==> config.mk <==
export PLATFORM = sky130hd
export DESIGN_NAME = ett_ctrl
export DESIGN_NICKNAME = d
export VERILOG_FILES = /design/src/rtl/core/ett_pkg.sv /design/src/rtl/core/ett_ctrl.sv
export SDC_FILE = /design/constraint.sdc
export NUM_CORES = 1
export LEC_CHECK = 0
export BUFFER_PORTS_ARGS = -buffer_cell sky130_fd_sc_hd__buf_2
export CORE_AREA = 2 2 39 41
export DETAILED_ROUTE_END_ITERATION = 12
export DIE_AREA = 0 0 41 43
export HOLD_SLACK_MARGIN = 0.05
export SETUP_SLACK_MARGIN = 0.02
export SKIP_LAST_GASP = 1
export SLEW_MARGIN = 20
export SYNTH_ARGS = -nofsm -noshare
export SYNTH_HDL_FRONTEND = slang
export SYNTH_SLANG_ARGS = --single-unit
==> constraint.sdc <==
create_clock -name aclk -period 2.1 [get_ports aclk]
set_clock_uncertainty 0.05 [all_clocks]
set_input_delay 0.21 -clock aclk [delete_from_list [all_inputs] [get_ports aclk]]
set_output_delay 0.21 -clock aclk [all_outputs]
set_load 0.02 [all_outputs]
==> src/rtl/core/ett_pkg.sv <==
`default_nettype none
package ett_pkg;

    localparam int KIND_W   = 2;
    localparam int STATUS_W = 2;
    localparam int SLOT_W   = 6;
    localparam int COUNT_W  = 7;
    localparam int WORD_W   = 64;

    localparam logic [KIND_W-1:0] KIND_STORE = 2'd0;
    localparam logic [KIND_W-1:0] KIND_FKEY  = 2'd1;
    localparam logic [KIND_W-1:0] KIND_FADDR = 2'd2;
    localparam logic [KIND_W-1:0] KIND_SWEEP = 2'd3;

    localparam logic [STATUS_W-1:0] ST_OK      = 2'd0;
    localparam logic [STATUS_W-1:0] ST_MISS    = 2'd1;
    localparam logic [STATUS_W-1:0] ST_NOINIT  = 2'd2;
    localparam logic [STATUS_W-1:0] ST_LIMIT   = 2'd3;

    // Commands from the controller to the datapath.
    typedef struct packed {
        logic load;      // capture the input word and start a pass
        logic step;      // read the slot at the walk index
        logic finish;    // perform the end-of-operation decision
        logic emit;      // drop the result into the output register
    } ett_cmd_t;

    // Status from the datapath to the controller.
    typedef struct packed {
        logic last;      // walk index reached the end of this pass
        logic hit;       // the slot just examined ends the walk
        logic again;     // a store without a key match needs the free-slot pass
    } ett_stat_t;

endpackage
`default_nettype wire

==> src/rtl/core/ett_ctrl.sv <==
`default_nettype none
module ett_ctrl
    import ett_pkg::*;
(
    input  wire logic  aclk,
    input  wire logic  aresetn,
    input  wire logic  in_valid,
    output logic       in_ready,
    input  wire logic  noinit,
    output logic       out_valid,
    input  wire logic  out_ready,
    output ett_cmd_t   cmd,
    input  wire ett_stat_t stat
);
    typedef enum logic [1:0] {IDLE, WALK, PASS, DONE} state_t;

    state_t state_reg, state_next;
    logic   valid_reg, valid_next;

    assign in_ready  = (state_reg == IDLE);
    assign out_valid = valid_reg;

    // Sequencing of one operation.
    always_comb begin
        state_next = state_reg;
        valid_next = valid_reg;
        cmd        = '0;
        if (valid_reg && out_ready) begin
            valid_next = 1'b0;
        end
        case (state_reg)
            IDLE: begin
                if (in_valid) begin
                    cmd.load   = 1'b1;
                    state_next = noinit ? DONE : WALK;
                end
            end
            WALK: begin
                if (stat.last) begin
                    state_next = PASS;
                end else begin
                    cmd.step = 1'b1;
                    if (stat.hit) begin
                        state_next = PASS;
                    end
                end
            end
            PASS: begin
                // Only a store that found no key match walks a second time.
                cmd.finish = 1'b1;
                state_next = stat.again ? WALK : DONE;
            end
            DONE: begin
                if (!valid_next) begin
                    cmd.emit   = 1'b1;
                    valid_next = 1'b1;
                    state_next = IDLE;
                end
            end
            default: state_next = IDLE;
        endcase
    end

    always_ff @(posedge aclk) begin
        if (!aresetn) begin
            state_reg <= IDLE;
            valid_reg <= 1'b0;
        end else begin
            state_reg <= state_next;
            valid_reg <= valid_next;
        end
    end
endmodule
`default_nettype wire

==> metrics.log <==
[metrics] status: finished clean
[metrics] number of enable flip-flop cells after synthesis: 0
[metrics] routed wire length: 454 um
[metrics] timing-limited maximum frequency: 0.739 GHz
[metrics] switching power as a share of total power: 29.9%
[metrics] Synth Warn #: 0
[metrics] summed instance area of the synthesized netlist: 180 um^2
[metrics] proportion of power drawn by flip-flops and latches: 32.2%
[metrics] total number of nets in the final design: 47
[metrics] Cell Area, Placed: 254 um^2
[metrics] Post-Syn Nets: 30
[metrics] via count: 193
[metrics] Initial Util: 13.0%
[metrics] data arrival time of the critical path: 1090 ps
[metrics] global router's overall resource usage: 5.72%
[metrics] DRC violation count after routing: 0
[metrics] boundary pin count: 14
[metrics] grt ovf: 0
[metrics] power density of the placed cells: 803 nW/um^2
[metrics] number of optimization iterations in the first detailed-route pass: 1
[metrics] worst relative slew slack: 81.1%
[metrics] Post-CTS Repair Setup Buffers: 0
[metrics] proportion of layout cells with a drive suffix above 1: 42.1%
[metrics] quantity of hold-fixing buffers added after cts: 0
[metrics] max capacitance violation total: 0
[metrics] post-route design area: 280 um^2
[metrics] type of destination of the critical path: output port
[metrics] global-route wire length before repair: 607 um
[metrics] number of flip-flops under the largest register name: 2
[metrics] multi-input combinational cell area: 109 um^2
[metrics] Leakage: 0.143 nW
[metrics] placeable core region: 1380 um^2
[metrics] asr flop ratio synth: 0%
[metrics] number of global-route vias before repair: 161
[metrics] CTS tree: built
[metrics] final hold violation count: 0
[metrics] Clock Latency Late Sink: 230 ps
[metrics] transition at the pin with the smallest max-transition slack: 283 ps
[metrics] unrepaired setup endpoints after global routing: false
[metrics] H-tree depth reported by CTS: 1
[metrics] Finish-stage setup viols: 0
[metrics] register area: 60.1 um^2
[metrics] cell at the root of the clock tree: clkbuf_4
[metrics] clock share of power: 44.7%
[metrics] floorplan die width: 41 um
[metrics] total negative slack: 0 ps
[metrics] Worst Setup Start Kind: flop
[metrics] worst min-delay path class: input port to flop
[metrics] Total Die Area: 1760 um^2
[metrics] flops & latches, synth: 3
[metrics] post-cts resize count: 0
[metrics] ant diodes: 0
[metrics] Worst EP required: 1840 ps
[metrics] Seq/Total Area, Yosys: 33.3%
[metrics] DRC marker count from the first detailed-route iteration: 0
[metrics] Switch Pwr: 0.0000674 W
[metrics] mean area per synthesized cell: 8.19 um^2
[metrics] clock-pin transition on the worst setup and hold timing paths: 40 ps
[metrics] classification of the worst setup path: flop to output port
[metrics] global placer's final weighted congestion: 0.698
[metrics] Detail Route Antenna Nets: 0
[metrics] Inserted Clock Buffers: 3
[metrics] commonest register cell after synthesis: dfxtp_1
[metrics] total of buffers placed on input and output ports: 13
[metrics] drt wl/cell: 8.41 um
[metrics] worst ir drop on vdd: 0.325 mV
[metrics] final-report max-slew violation count: 0
[metrics] Layout Area Growth over Synthesis: 55.6%
[metrics] internal power: 0.000158 W
[metrics] vertical die dimension: 43 um
[metrics] total clock sinks: 3
[metrics] Via-to-Cell Ratio: 3.57
[metrics] Gate Count Post-Synth: 22
[metrics] number of buffers between clock root and the deepest sink: 2
[metrics] Site Rows: 14
[metrics] filler cell count: 164
[metrics] final critical path time including I/O delays and setup: 1350 ps
[metrics] portion of total power attributed to combinational logic: 23.1%
[metrics] Final Cycle Share: 64.4%
[metrics] post-synthesis cell type count: 14
[metrics] initial antenna violation count: 0
[metrics] pin count of the biggest net entering global routing: 11
[metrics] highest fanout seen on the critical path: 10
placed cells by master, fill, tap and decap left out:
master	Yosys	final
buf_2	0	13
nor2b_1	3	3
a21oi_1	3	3
clkbuf_4	0	3
dfxtp_1	3	3
nor2_1	2	2
o31ai_1	2	2
nand2_1	1	1
nor3b_1	1	1
and2_1	1	1
nand2b_1	1	1
a21boi_0	1	1
nor3_1	1	1
a21o_1	1	1
and3b_1	1	1
clkbuf_1	0	1
routing by layer:
metal | GRT usage (%) | routed length (um) | up-vias
li1 | - | - | 108
met1 | 7.07 | 235 | 76
met5 | 0 | 0 | -
met3 | 4.71 | 38 | 0
met2 | 5.31 | 180 | 9
met4 | 6.00 | 0 | 0
final timing paths:
path / end / slack (ps) / depth (start not counted) / start
hold reg to reg: out_valid / 480 / 2 / out_valid
hold / removal: state_reg[0] / 190 / 3 / aresetn
setup / recovery: cmd[0] / 750 / 3 / state_reg[1]
setup reg to reg: state_reg[1] / 940 / 3 / state_reg[1]
power by group through the flow:
stage          Clock (W)  Combinational, W  Sequential, W
6_report        0.000101         0.0000519      0.0000725
5_1_grt         0.000111         0.0000555      0.0000737
4_1_cts         0.000107         0.0000524      0.0000729
3_5_place_dp           0         0.0000520      0.0000737
3_3_place_gp           0         0.0000519      0.0000727
2_1_floorplan          0         0.0000403      0.0000690
final cells by class:
class	count	area share (%)
well taps	16	7.14
clock buffers	4	9.37
repair buffers	13	23.2
multi-input cells	18	38.8
flip-flops and latches	3	21.4
worst max-delay path, stage by stage, from the launching register on:
cell and delay [ps]:
dfxtp_1 470, nand2_1 120, nor2_1 100, buf_2 170
Yosys cell counts (all sizes together) (2+ instances only):
library cell  instances  area share, %
o31ai                 2            8.3
a21oi                 3            8.3
nor2b                 3             10
dfxtp                 3             33
nor2                  2            4.2
per-stage QoR:
step	hold WS, ps	std cells	total power, W	worst slack (ps)	util [%]
2_1_floorplan	289	22	0.000109	828	-
3_3_place_gp	427	50	0.000125	1000	18.4
3_5_place_dp	425	50	0.000126	930	18.4
4_1_cts	176	54	0.000232	708	20.3
5_1_grt	180	54	0.000240	657	20.3
6_report	191	54	0.000225	747	20.3
cells by family (layout without fill, tap and decap cells):
kind of cell	after synthesis	count (layout)	synth area share [%]
AND/OR/NAND/NOR	11	11	35.4
AO/OA/AOI/OAI	7	7	25.0
flip-flops	3	3	33.3
buffers and inverters	1	17	6.25
No activity file was read; power rests on OpenSTA's default activity.
